===== src/ifg_pkg.sv =====
// ----------------------------------------------------------------------------
// ifg_pkg: shared types and constants of the IDR frame gate
// Verdict codes, register indexes, start code constants and the structs
// that pass between the gate's modules.
// ----------------------------------------------------------------------------
package ifg_pkg;

    localparam int BYTE_W    = 8;
    localparam int STREAM_W  = 4;
    localparam int COUNT_W   = 8;
    localparam int REG_IDX_W = 2;
    localparam int CFG_W     = 8;
    localparam int OUT_W     = 8;

    localparam logic [23:0] START_CODE    = 24'h000001;
    localparam logic [4:0]  NAL_TYPE_MASK = 5'h1f;
    localparam logic [4:0]  NAL_TYPE_IDR  = 5'd5;

    localparam logic [REG_IDX_W-1:0] REG_ENABLE   = 2'd0;
    localparam logic [REG_IDX_W-1:0] REG_IDR_ONLY = 2'd1;
    localparam logic [REG_IDX_W-1:0] REG_SKIP     = 2'd2;

    typedef enum logic [2:0] {
        VERDICT_FORWARD   = 3'd0,
        VERDICT_IGNORED   = 3'd1,
        VERDICT_AWAIT     = 3'd2,
        VERDICT_NOT_IDR   = 3'd3,
        VERDICT_DECIMATED = 3'd4
    } verdict_t;

    // one frame result
    typedef struct packed {
        verdict_t verdict;
        logic     frame_is_idr;
        logic     forward;
    } result_t;

    // status of the phase recompute unit
    typedef struct packed {
        logic               busy;
        logic               done;
        logic [COUNT_W-1:0] remainder;
    } div_status_t;

endpackage


===== src/ifg_nal_scan.sv =====
// ----------------------------------------------------------------------------
// ifg_nal_scan: start code and IDR header search
// Tracks the last three bytes of the frame and flags an IDR NAL header
// once a further byte of the same frame confirms it.
// ----------------------------------------------------------------------------
module ifg_nal_scan
(
    input  logic                       clk,
    input  logic                       rst_n,
    input  logic                       accept,
    input  logic [ifg_pkg::BYTE_W-1:0] data_byte,
    input  logic                       last_byte,
    output logic                       frame_is_idr
);

    logic [23:0] recent_reg,  recent_next;
    logic [1:0]  count_reg,   count_next;
    logic        pending_reg, pending_next;
    logic        seen_reg,    seen_next;
    logic        is_header;

    // a header pending from the previous byte is confirmed by this one
    assign frame_is_idr = seen_reg | pending_reg;
    assign is_header    = (count_reg == 2'd3) && (recent_reg == ifg_pkg::START_CODE);

    always_comb
    begin
        recent_next  = recent_reg;
        count_next   = count_reg;
        pending_next = pending_reg;
        seen_next    = seen_reg;
        if (accept)
        begin
            if (last_byte)
            begin
                recent_next  = '0;
                count_next   = '0;
                pending_next = 1'b0;
                seen_next    = 1'b0;
            end
            else
            begin
                seen_next    = frame_is_idr;
                pending_next = is_header &&
                    ((data_byte[4:0] & ifg_pkg::NAL_TYPE_MASK) == ifg_pkg::NAL_TYPE_IDR);
                recent_next  = {recent_reg[15:0], data_byte};
                if (count_reg != 2'd3)
                begin
                    count_next = count_reg + 2'd1;
                end
            end
        end
    end

    always_ff @(posedge clk or negedge rst_n)
    begin
        if (!rst_n)
        begin
            recent_reg  <= '0;
            count_reg   <= '0;
            pending_reg <= 1'b0;
            seen_reg    <= 1'b0;
        end
        else
        begin
            recent_reg  <= recent_next;
            count_reg   <= count_next;
            pending_reg <= pending_next;
            seen_reg    <= seen_next;
        end
    end

endmodule


===== src/ifg_phase_div.sv =====
// ----------------------------------------------------------------------------
// ifg_phase_div: thinning phase recompute
// Restoring remainder, one dividend bit per cycle: gives the thinning
// counter modulo skip_count+1 after skip_count is rewritten.
// ----------------------------------------------------------------------------
module ifg_phase_div
(
    input  logic                        clk,
    input  logic                        rst_n,
    input  logic                        start,
    input  logic [ifg_pkg::COUNT_W-1:0] dividend,
    input  logic [ifg_pkg::CFG_W-1:0]   skip_count,
    output ifg_pkg::div_status_t        status
);

    localparam int STEP_W = $clog2(ifg_pkg::COUNT_W);

    logic [ifg_pkg::COUNT_W-1:0] rem_reg,  rem_next;
    logic [ifg_pkg::COUNT_W-1:0] dvd_reg,  dvd_next;
    logic [STEP_W-1:0]           step_reg, step_next;
    logic                        busy_reg, busy_next;
    logic [ifg_pkg::COUNT_W:0]   modulus;
    logic [ifg_pkg::COUNT_W:0]   trial;
    logic [ifg_pkg::COUNT_W-1:0] rem_step;

    assign modulus = {1'b0, skip_count} + {{ifg_pkg::COUNT_W{1'b0}}, 1'b1};
    assign trial   = {rem_reg, dvd_reg[ifg_pkg::COUNT_W-1]};

    always_comb
    begin
        if (trial >= modulus)
        begin
            rem_step = ifg_pkg::COUNT_W'(trial - modulus);
        end
        else
        begin
            rem_step = trial[ifg_pkg::COUNT_W-1:0];
        end
    end

    always_comb
    begin
        rem_next  = rem_reg;
        dvd_next  = dvd_reg;
        step_next = step_reg;
        busy_next = busy_reg;
        if (start)
        begin
            rem_next  = '0;
            dvd_next  = dividend;
            step_next = STEP_W'(ifg_pkg::COUNT_W - 1);
            busy_next = 1'b1;
        end
        else if (busy_reg)
        begin
            rem_next = rem_step;
            dvd_next = {dvd_reg[ifg_pkg::COUNT_W-2:0], 1'b0};
            if (step_reg == '0)
            begin
                busy_next = 1'b0;
            end
            else
            begin
                step_next = step_reg - STEP_W'(1);
            end
        end
    end

    always_ff @(posedge clk or negedge rst_n)
    begin
        if (!rst_n)
        begin
            busy_reg <= 1'b0;
            step_reg <= '0;
        end
        else
        begin
            busy_reg <= busy_next;
            step_reg <= step_next;
        end
    end

    always_ff @(posedge clk)
    begin
        rem_reg <= rem_next;
        dvd_reg <= dvd_next;
    end

    assign status.busy      = busy_reg;
    assign status.done      = busy_reg && (step_reg == '0) && !start;
    assign status.remainder = rem_step;

endmodule


===== src/ifg_verdict.sv =====
// ----------------------------------------------------------------------------
// ifg_verdict: frame verdict and decimation
// Decides each frame at its last byte and keeps the first-IDR flag, the
// thinning counter and its phase modulo skip_count+1.
// ----------------------------------------------------------------------------
module ifg_verdict
(
    input  logic                         clk,
    input  logic                         rst_n,
    input  logic                         frame_end,
    input  logic [ifg_pkg::STREAM_W-1:0] stream_id,
    input  logic                         frame_is_idr,
    input  logic                         enable,
    input  logic                         idr_only,
    input  logic [ifg_pkg::CFG_W-1:0]    skip_count,
    input  ifg_pkg::div_status_t         div_status,
    output logic [ifg_pkg::COUNT_W-1:0]  thinning_count,
    output ifg_pkg::result_t             result
);

    logic                        awaiting_reg, awaiting_next;
    logic [ifg_pkg::COUNT_W-1:0] count_reg,    count_next;
    logic [ifg_pkg::COUNT_W-1:0] phase_reg,    phase_next;
    ifg_pkg::verdict_t           verdict;

    always_comb
    begin
        awaiting_next = awaiting_reg;
        count_next    = count_reg;
        phase_next    = phase_reg;
        verdict       = ifg_pkg::VERDICT_FORWARD;
        if (div_status.done)
        begin
            phase_next = div_status.remainder;
        end
        if ((stream_id != '0) || !enable)
        begin
            verdict = ifg_pkg::VERDICT_IGNORED;
        end
        else if (awaiting_reg && !frame_is_idr)
        begin
            verdict = ifg_pkg::VERDICT_AWAIT;
        end
        else
        begin
            if (frame_end)
            begin
                awaiting_next = 1'b0;
            end
            if (idr_only && !frame_is_idr)
            begin
                verdict = ifg_pkg::VERDICT_NOT_IDR;
            end
            else if ((skip_count != '0) && !idr_only)
            begin
                verdict = (phase_reg == '0) ? ifg_pkg::VERDICT_FORWARD
                                            : ifg_pkg::VERDICT_DECIMATED;
                if (frame_end)
                begin
                    count_next = count_reg + ifg_pkg::COUNT_W'(1);
                    // wrap to zero restarts the phase; otherwise step mod skip+1
                    if ((count_reg == '1) || (phase_reg == skip_count))
                    begin
                        phase_next = '0;
                    end
                    else
                    begin
                        phase_next = phase_reg + ifg_pkg::COUNT_W'(1);
                    end
                end
            end
        end
    end

    always_ff @(posedge clk or negedge rst_n)
    begin
        if (!rst_n)
        begin
            awaiting_reg <= 1'b1;
            count_reg    <= '0;
            phase_reg    <= '0;
        end
        else
        begin
            awaiting_reg <= awaiting_next;
            count_reg    <= count_next;
            phase_reg    <= phase_next;
        end
    end

    assign thinning_count      = count_reg;
    assign result.verdict      = verdict;
    assign result.frame_is_idr = frame_is_idr;
    assign result.forward      = (verdict == ifg_pkg::VERDICT_FORWARD);

endmodule


===== src/ifg_out_reg.sv =====
// ----------------------------------------------------------------------------
// ifg_out_reg: result register
// Holds one frame result until the downstream side takes it.
// ----------------------------------------------------------------------------
module ifg_out_reg
(
    input  logic             clk,
    input  logic             rst_n,
    input  logic             load,
    input  ifg_pkg::result_t result,
    input  logic             take,
    output logic             valid,
    output ifg_pkg::result_t held
);

    logic             valid_reg, valid_next;
    ifg_pkg::result_t held_reg;

    assign valid_next = load | (valid_reg & !take);

    always_ff @(posedge clk or negedge rst_n)
    begin
        if (!rst_n)
        begin
            valid_reg <= 1'b0;
        end
        else
        begin
            valid_reg <= valid_next;
        end
    end

    always_ff @(posedge clk)
    begin
        if (load)
        begin
            held_reg <= result;
        end
    end

    assign valid = valid_reg;
    assign held  = held_reg;

endmodule


===== src/h264_idr_frame_gate.sv =====
// ----------------------------------------------------------------------------
// h264_idr_frame_gate: IDR detect and frame decimation gate
// Scans Annex B frame bytes for an IDR NAL header and gives one verdict
// word per frame at its last byte.
// ----------------------------------------------------------------------------
//  channel   direction  word                                      accepted on
//  s_axis    in         tdata: data_byte; tuser: stream_id;        tvalid & tready
//                       tlast: last_byte
//  m_axis    out        tdata: forward, frame_is_idr, verdict      tvalid & tready
//  cfg       in         index 0 enable, 1 idr_only, 2 skip_count   valid & ready
//
//  One byte per cycle while s_axis_tready is high; a frame's verdict is registered
//  at its last byte and shows on m_axis the next cycle.
//  A write of skip_count starts a remainder pass (one bit a cycle) that
//  recomputes the thinning phase; s_axis_tready is low during it.
//  s_axis_tready also drops while a verdict waits and m_axis_tready is low.
//  Reset clears the cfg registers and arms await-IDR; cfg_ready is always high.
// ----------------------------------------------------------------------------
module h264_idr_frame_gate
(
    input  logic                          clk,
    input  logic                          rst_n,
    input  logic                          s_axis_tvalid,
    output logic                          s_axis_tready,
    input  logic [7:0]                    s_axis_tdata,  // [7:0] data_byte
    input  logic [3:0]                    s_axis_tuser,  // [3:0] stream_id
    input  logic                          s_axis_tlast,
    output logic                          m_axis_tvalid,
    input  logic                          m_axis_tready,
    // [0] forward, [1] frame_is_idr, [4:2] verdict, [7:5] zero
    output logic [ifg_pkg::OUT_W-1:0]     m_axis_tdata,
    input  logic                          cfg_valid,
    output logic                          cfg_ready,
    input  logic [ifg_pkg::REG_IDX_W-1:0] cfg_index,
    input  logic [ifg_pkg::CFG_W-1:0]     cfg_data
);

    logic                        enable_reg;
    logic                        idr_only_reg;
    logic [ifg_pkg::CFG_W-1:0]   skip_reg;
    logic                        cfg_write;
    logic                        skip_write;
    logic                        in_accept;
    logic                        frame_end;
    logic                        frame_is_idr;
    logic [ifg_pkg::COUNT_W-1:0] thinning_count;
    ifg_pkg::div_status_t        div_status;
    ifg_pkg::result_t            result;
    ifg_pkg::result_t            held;

    assign cfg_ready  = 1'b1;
    assign cfg_write  = cfg_valid & cfg_ready;
    assign skip_write = cfg_write && (cfg_index == ifg_pkg::REG_SKIP);

    always_ff @(posedge clk or negedge rst_n)
    begin
        if (!rst_n)
        begin
            enable_reg   <= 1'b0;
            idr_only_reg <= 1'b0;
            skip_reg     <= '0;
        end
        else if (cfg_write)
        begin
            if (cfg_index == ifg_pkg::REG_ENABLE)
            begin
                enable_reg <= cfg_data[0];
            end
            if (cfg_index == ifg_pkg::REG_IDR_ONLY)
            begin
                idr_only_reg <= cfg_data[0];
            end
            if (cfg_index == ifg_pkg::REG_SKIP)
            begin
                skip_reg <= cfg_data;
            end
        end
    end

    // hold input while the phase pass runs or a verdict is still unclaimed
    assign s_axis_tready = !div_status.busy && (!m_axis_tvalid || m_axis_tready);
    assign in_accept     = s_axis_tvalid & s_axis_tready;
    assign frame_end     = in_accept & s_axis_tlast;

    ifg_nal_scan u_scan
    (
        .clk          (clk),
        .rst_n        (rst_n),
        .accept       (in_accept),
        .data_byte    (s_axis_tdata),
        .last_byte    (s_axis_tlast),
        .frame_is_idr (frame_is_idr)
    );

    ifg_phase_div u_div
    (
        .clk        (clk),
        .rst_n      (rst_n),
        .start      (skip_write),
        .dividend   (thinning_count),
        .skip_count (cfg_data),
        .status     (div_status)
    );

    ifg_verdict u_verdict
    (
        .clk            (clk),
        .rst_n          (rst_n),
        .frame_end      (frame_end),
        .stream_id      (s_axis_tuser),
        .frame_is_idr   (frame_is_idr),
        .enable         (enable_reg),
        .idr_only       (idr_only_reg),
        .skip_count     (skip_reg),
        .div_status     (div_status),
        .thinning_count (thinning_count),
        .result         (result)
    );

    ifg_out_reg u_out
    (
        .clk    (clk),
        .rst_n  (rst_n),
        .load   (frame_end),
        .result (result),
        .take   (m_axis_tready),
        .valid  (m_axis_tvalid),
        .held   (held)
    );

    assign m_axis_tdata = {3'b000, held.verdict, held.frame_is_idr, held.forward};

    a_ready_low_in_pass : assert property (@(posedge clk) disable iff (!rst_n)
        div_status.busy |-> !s_axis_tready)
        else $error("input taken during phase recompute");

    a_frame_end_gives_result : assert property (@(posedge clk) disable iff (!rst_n)
        frame_end |=> m_axis_tvalid)
        else $error("frame end left no result");

    a_forward_matches_verdict : assert property (@(posedge clk) disable iff (!rst_n)
        m_axis_tvalid |-> (m_axis_tdata[0] ==
            (m_axis_tdata[4:2] == ifg_pkg::VERDICT_FORWARD)))
        else $error("forward flag disagrees with verdict");

endmodule


===== config.mk =====
export PLATFORM = sky130hd
export DESIGN_NAME = h264_idr_frame_gate
export DESIGN_NICKNAME = d
export VERILOG_FILES = /design/src/ifg_pkg.sv /design/src/ifg_nal_scan.sv /design/src/ifg_phase_div.sv /design/src/ifg_verdict.sv /design/src/ifg_out_reg.sv /design/src/h264_idr_frame_gate.sv
export SDC_FILE = /design/constraint.sdc
export NUM_CORES = 1
export LEC_CHECK = 0
export BUFFER_PORTS_ARGS = -buffer_cell sky130_fd_sc_hd__buf_2
export CORE_MARGIN = 2
export CORE_UTILIZATION = 55
export CTS_CLUSTER_SIZE = 25
export DETAILED_ROUTE_END_ITERATION = 7
export PLACE_DENSITY = 0.75
export SYNTH_ARGS = -nofsm -noshare
export SYNTH_HDL_FRONTEND = slang
export SYNTH_SLANG_ARGS = --single-unit

===== constraint.sdc =====
create_clock -name clk -period 4.8 [get_ports clk]
set_clock_uncertainty 0.15 [all_clocks]
set_input_delay 0.48 -clock clk [delete_from_list [all_inputs] [get_ports clk]]
set_output_delay 0.48 -clock clk [all_outputs]
set_load 0.01 [all_outputs]

Yosys cells after proc, flatten, opt, wreduce, memory -nomap -nowiden
Index checks and enable logic that the tools add are counted.

Register bits: 81. Input port bits: 28. Output and inout bits: 11. Word-level logic and storage cells: 102.

Add/subtract/negate cells: 6. $lt $le $gt $ge: 1. Eq/ne operators: 9. Muxes and demuxes: 26. Bitwise operators: 8. Reductions and logical operators: 34.

Operators by type and width (count): $mux 8 (10); $eq 24x1->1 const B (1); $mux 24 (1); $mux 3 (8); $add 8x1->8 const B (2); $reduce_and 2->1 (5); $add 8x1->9 const B (1); $ge 9x9->1 (1); $logic_and 1x1->1 (9); $eq 8x8->1 (1); $eq 8x8->1 const B (1); $logic_not 8->1 (1); $reduce_bool 8->1 (1); $sub 8x8->8 (1); $logic_not 1->1 (7); $logic_not 3->1 (2); $eq 5x3->1 const B (1); $mux 1 (5); $reduce_and 5->1 (1); $eq 2x2->1 const B (2); $mux 2 (2); $reduce_bool 2->1 (2); $reduce_bool 4->1 (1); $and 1x1->1 (3); other kinds (10) (15).

Logic depth before layout (Yosys ltp)
Depth after elaboration: 10. Depth in mapped cells: 11. Mapped depth without buffers: 11.

By module
From an unflattened synthesis, not the netlist that was laid out.

Cells, all modules: 465. Area total of the unflattened synthesis: 4680.7 µm².

By module, submodules not included: ifg_phase_div (times used 1, cells each 159, area an instance 1517.7 µm², sequential area each 500.5 µm²); ifg_nal_scan (times used 1, cells each 133, area an instance 1303.8 µm², sequential area each 700.7 µm²); ifg_verdict (times used 1, cells each 131, area an instance 1206.2 µm², sequential area each 426.7 µm²); h264_idr_frame_gate (times used 1, cells each 34, area an instance 466.7 µm², sequential area each 250.2 µm²); ifg_out_reg (times used 1, cells each 8, area an instance 186.4 µm², sequential area each 175.2 µm²).

Worst setup path after synthesis
Ideal clock, no wire load.

Kind: input -> register. From: input cfg_data[4] (netlist name). To: register u_verdict.phase_reg[0] (netlist name). Setup time: 0.080 ns. Arrival: 2.731 ns. Required time: 4.570 ns. Setup slack: 1.839 ns. Cell stages on the path: 11. Path buffers: 0. Path through: and3_1 nand3_1 or2_2 xor2_1 ha_1 nand4_1 nor2_1 a31o_2 nor2_2 mux2_2 o21ai_1.

Word-level cells in the longest chain between the ends: 9.

RTL lines: start, declared (RTL line h264_idr_frame_gate.sv:35) `input logic [ifg_pkg::CFG_W-1:0] cfg_data`; $add 8x1->9 * (RTL line ifg_phase_div.sv:26) `assign modulus = {1'b0, skip_count} + {{ifg_pkg::COUNT_W{1'b0}}, 1'b1};`; $ge 9x9->1 * (RTL line ifg_phase_div.sv:31) `if (trial >= modulus)`; $mux 8 * (RTL line ifg_phase_div.sv:31); $mux 8 * (RTL line ifg_verdict.sv:32) `if (div_status.done)`; $mux 8 (RTL line ifg_verdict.sv:58) `if (frame_end)`; $mux 8 (RTL line ifg_verdict.sv:54) `else if ((skip_count != '0) && !idr_only)`; $mux 8 (RTL line ifg_verdict.sv:50) `if (idr_only && !frame_is_idr)`; $mux 8 (RTL line ifg_verdict.sv:40) `else if (awaiting_reg && !frame_is_idr)`; $mux 8 * (RTL line ifg_verdict.sv:36) `if ((stream_id != '0) || !enable)`; net u_verdict.phase_next (one bit) (RTL line ifg_verdict.sv:23) `logic [ifg_pkg::COUNT_W-1:0] phase_reg, phase_next;`; end signal, assigned (RTL line ifg_verdict.sv:87) `phase_reg <= phase_next;`; end, declared (RTL line ifg_verdict.sv:23).

The timed path passes the listed nets; every way through them passes the cells marked *. A chain may end at the register's enable or synchronous reset.

Worst setup path after layout
From: input cfg_data[4] (netlist name). To: register u_verdict.phase_reg[5] (netlist name).

Word-level cells in the longest chain between the ends: 9. Elaborated cells on any way between the ends: 10. Classes of those cells: add/sub: 2; order compare: 1; mux: 7.

RTL lines (RTL line): $add 8x1->9 * (ifg_phase_div.sv:26); $sub 8x8->8 or $ge 9x9->1 (tied branches) (ifg_phase_div.sv:33, ifg_phase_div.sv:31); $mux 8 * (ifg_phase_div.sv:31); $mux 8 * (ifg_verdict.sv:32); $mux 8 (ifg_verdict.sv:58); $mux 8 (ifg_verdict.sv:54); $mux 8 (ifg_verdict.sv:50); $mux 8 (ifg_verdict.sv:40); $mux 8 * (ifg_verdict.sv:36); net u_verdict.phase_next (one bit) (ifg_verdict.sv:23).

Marks and branches as above.

==> results_dict.tcl <==
set metrics [dict create \
    yosysMostFrequentCell "dfrtp_1" \
    async_reset_ff_share_pct 74.1 \
    ctsHtreeMaxLevel 3 \
    avgSynthCellArea_um2 9.87 \
    setup.worst_path.end_class "flip-flop" \
    fin_setup_tns_ns 0 \
    synth-compound-area-share_pct 12.0 \
    synth_area_um2 4280 \
    ir_drop_v 0.000276 \
    layout.nets 511 \
    diodes 0 \
    cts.clk_slew.worst_paths_ns 0.08 \
    drc 0 \
    root_buffer "clkbuf_8" \
    initial_core_util_pct 56.0 \
    slowest_delay_ns 0.40 \
    synth_commonest_cells "dfrtp_1, nand2_1, o21ai_0, nand2b_1, a21oi_1" \
    vias 3142 \
    synthSimpleGateAreaFrac_pct 20.1 \
    drive_above_1_share_pct 16.8 \
    die_area_um2 8510 \
    gp_congestion 0.904 \
    hold_slack_ns 0.130 \
    clock_sinks 81 \
    fin_crit_sh_pct 60.9 \
    fin_area_um2 4720 \
    cts_setup_buffers 0 \
    cp.required_ns 4.86 \
    power.leakage_nw 2.08 \
    path_class "in -> reg" \
    cts_resized 0 \
    grt_max_degree 61 \
    cts_hold_buffers 0 \
    wl_um 8240 \
    cts.path.max_buffers 2 \
    p_per_area_nw_per_um2 541 \
    r2r_end "u_verdict.phase_reg[5]" \
    slew_viol_final 0 \
    grt_overflow 0 \
    core_um2 7650 \
    final_cells 573 \
    worstSkewPairLatency_ns 0.35 \
    status "complete, no violations" \
    rsz0062_at_grt "no" \
    io_buffers 34 \
    rows 32 \
    grt_pass1_vias 3059 \
    drtPass1Iterations 4 \
    worstMarginPinSlew_ns 0.757 \
    pre_cts_slack_ns 1.52 \
    endpoint "u_verdict.phase_reg[5]" \
    area_growth_pct 10.1 \
    synth-adder-area-share_pct 5.14 \
    setup_viol 0 \
    startpoint_type "primary input" \
    path_cells "buf_2, and3_1, nand3_1, or2_2, xor2_1, ha_1, nand4_1, nor2_1, a31o_2, nor2_2, mux2i_1, o221ai_1" \
    antenna_left 0 \
    fin_ws_ns 1.88 \
    startpoint "cfg_data[4]" \
    fin_crit_ns 2.92 \
    grt_pass1_wl_um 14100 \
    syn_inst 434 \
    hpwl_um 5910 \
    first_iter_violations 223 \
    final_util_pct 61.7 \
    ys_types 51 \
    cts_tree "yes" \
    synth_edf_count 13 \
    slew_headroom_pct 49.6 \
    die_y_um 92.2 \
    numCtsBuffers 9 \
    synthTopCellsByArea "dfrtp_1, edfxtp_1, o21ai_0, ha_1, nand2_1" \
    synth_flop_cell "dfrtp_1" \
    pin_count 39 \
    track_usage_pct 20.9 \
    synth_seq_cells 81 \
    crit_fanout 9 \
    reg2reg_from "u_div.busy_reg" \
    dpl_cell_area_um2 4510 \
    fmax_mhz 342 \
    die_w_um 92.2 \
    ys_seq_area_share_pct 47.9 \
    fin_total_pwr_mw 2.55 \
    synthXorXnorAreaFrac_pct 5.32 \
    cp.arrival_ns 2.98 \
    viasPerCell 5.48 \
    muxShareOfSynthArea_pct 5.58 \
    drv_cap 0 \
    dpl.cell_count 557 \
    largest_reg_flops 24 \
    holdCritPathClass "in -> async" \
    synth_warnings 0 \
    synth_top_area_share_pct 34.5 \
    wl_per_cell_um 14.4 \
    synth_top_family_by_area "simple AND/OR/NAND/NOR gates" \
    cpMaxStageDelayCell "nor2_2" \
    hold_viol_final 0 \
    reg2regPathDepth 5 \
    antenna_found_initial 0 \
    rrSetupSlack_ns 2.10 \
    synth_top_area_cell "dfrtp_1" \
]
## logic make-up after synthesis
| group | count (synthesis) |
|---|---|
| simple gates | 161 |
| mux | 22 |
| flops | 81 |
| fa+ha+maj | 17 |
| other cells | 2 |
| compound gates | 91 |
| buf+inv | 34 |
| xor+xnor | 26 |
## routing by layer
layer  routed length [um]  up-vias  GRT usage, %
met3                  387       13          4.60
met2                 3940       74          33.3
met1                 3780     1458          28.4
met4                  140        0          7.34
li1                     -     1597             -
met5                    0        -             0
## worst min-delay path by stage
| stage | endpoint | from | slack (ns) |
|---|---|---|---|
| detailed placement | u_verdict.awaiting_reg | u_verdict.awaiting_reg | 0.32 |
| floorplan | enable_reg | rst_n | 0.03 |
| finish | u_verdict.phase_reg[1] | rst_n | 0.13 |
| global placement | u_verdict.awaiting_reg | u_verdict.awaiting_reg | 0.31 |
| global route | u_scan.recent_reg[15] | rst_n | 0.21 |
| CTS | u_scan.recent_reg[0] | rst_n | 0.16 |
## where the power goes
group | total, mW | internal, mW | leakage [nW] | switching [mW]
Clock | 0.504 | 0.258 | 0.100 | 0.247
Sequential | 1.14 | 0.938 | 0.969 | 0.207
Combinational | 0.901 | 0.406 | 1.01 | 0.495
Total | 2.55 | 1.60 | 2.08 | 0.949
## cell usage in the layout (no fill, tap or decap), types with 3 or more instances in the layout
| master | netlist | routed |
|---|---|---|
| clkbuf_8 | 0 | 10 |
| o21ai_0 | 42 | 42 |
| nand3b_1 | 5 | 5 |
| dfrtp_1 | 59 | 59 |
| xor2_1 | 15 | 15 |
| nand3_1 | 9 | 9 |
| nor3_1 | 9 | 9 |
| nand2_1 | 51 | 51 |
| nor4_1 | 8 | 8 |
| inv_1 | 16 | 16 |
| conb_1 | 2 | 4 |
| mux2_2 | 15 | 15 |
| edfxtp_1 | 13 | 13 |
| o21ai_1 | 6 | 6 |
| a21oi_1 | 20 | 20 |
| buf_4 | 4 | 3 |
| and3_1 | 6 | 6 |
| buf_2 | 0 | 34 |
| xnor2_1 | 11 | 11 |
| nor2_1 | 17 | 17 |
| dfxtp_1 | 8 | 8 |
| mux2i_1 | 7 | 7 |
| o221ai_1 | 4 | 4 |
| or4_1 | 4 | 4 |
| nand4_1 | 6 | 6 |
| a21o_1 | 5 | 5 |
| ha_1 | 16 | 16 |
| nand2b_1 | 26 | 26 |
| nor3b_1 | 5 | 5 |
| nor2b_1 | 3 | 3 |
## critical path, delay by kind of cell
| family | cells | cell delay [ns] |
|---|---|---|
| AND/OR/NAND/NOR | 6 | 1.18 |
| AO/OA/AOI/OAI | 2 | 0.39 |
| multiplexers | 1 | 0.32 |
| buffers and inverters | 1 | 0.12 |
| XOR/XNOR | 1 | 0.14 |
| adder cells (fa/ha/maj) | 1 | 0.34 |
## area by class of cell
type | count | area [um^2]
tap | 102 | 128
inverter | 16 | 60.1
sequential | 81 | 2050
timing repair buffer | 37 | 193
multi-input combinational | 321 | 2080
clock inverter | 5 | 61.3
fill | 636 | 2930
clock buffer | 11 | 141
Note: power is estimated with default switching activity, not from simulation.
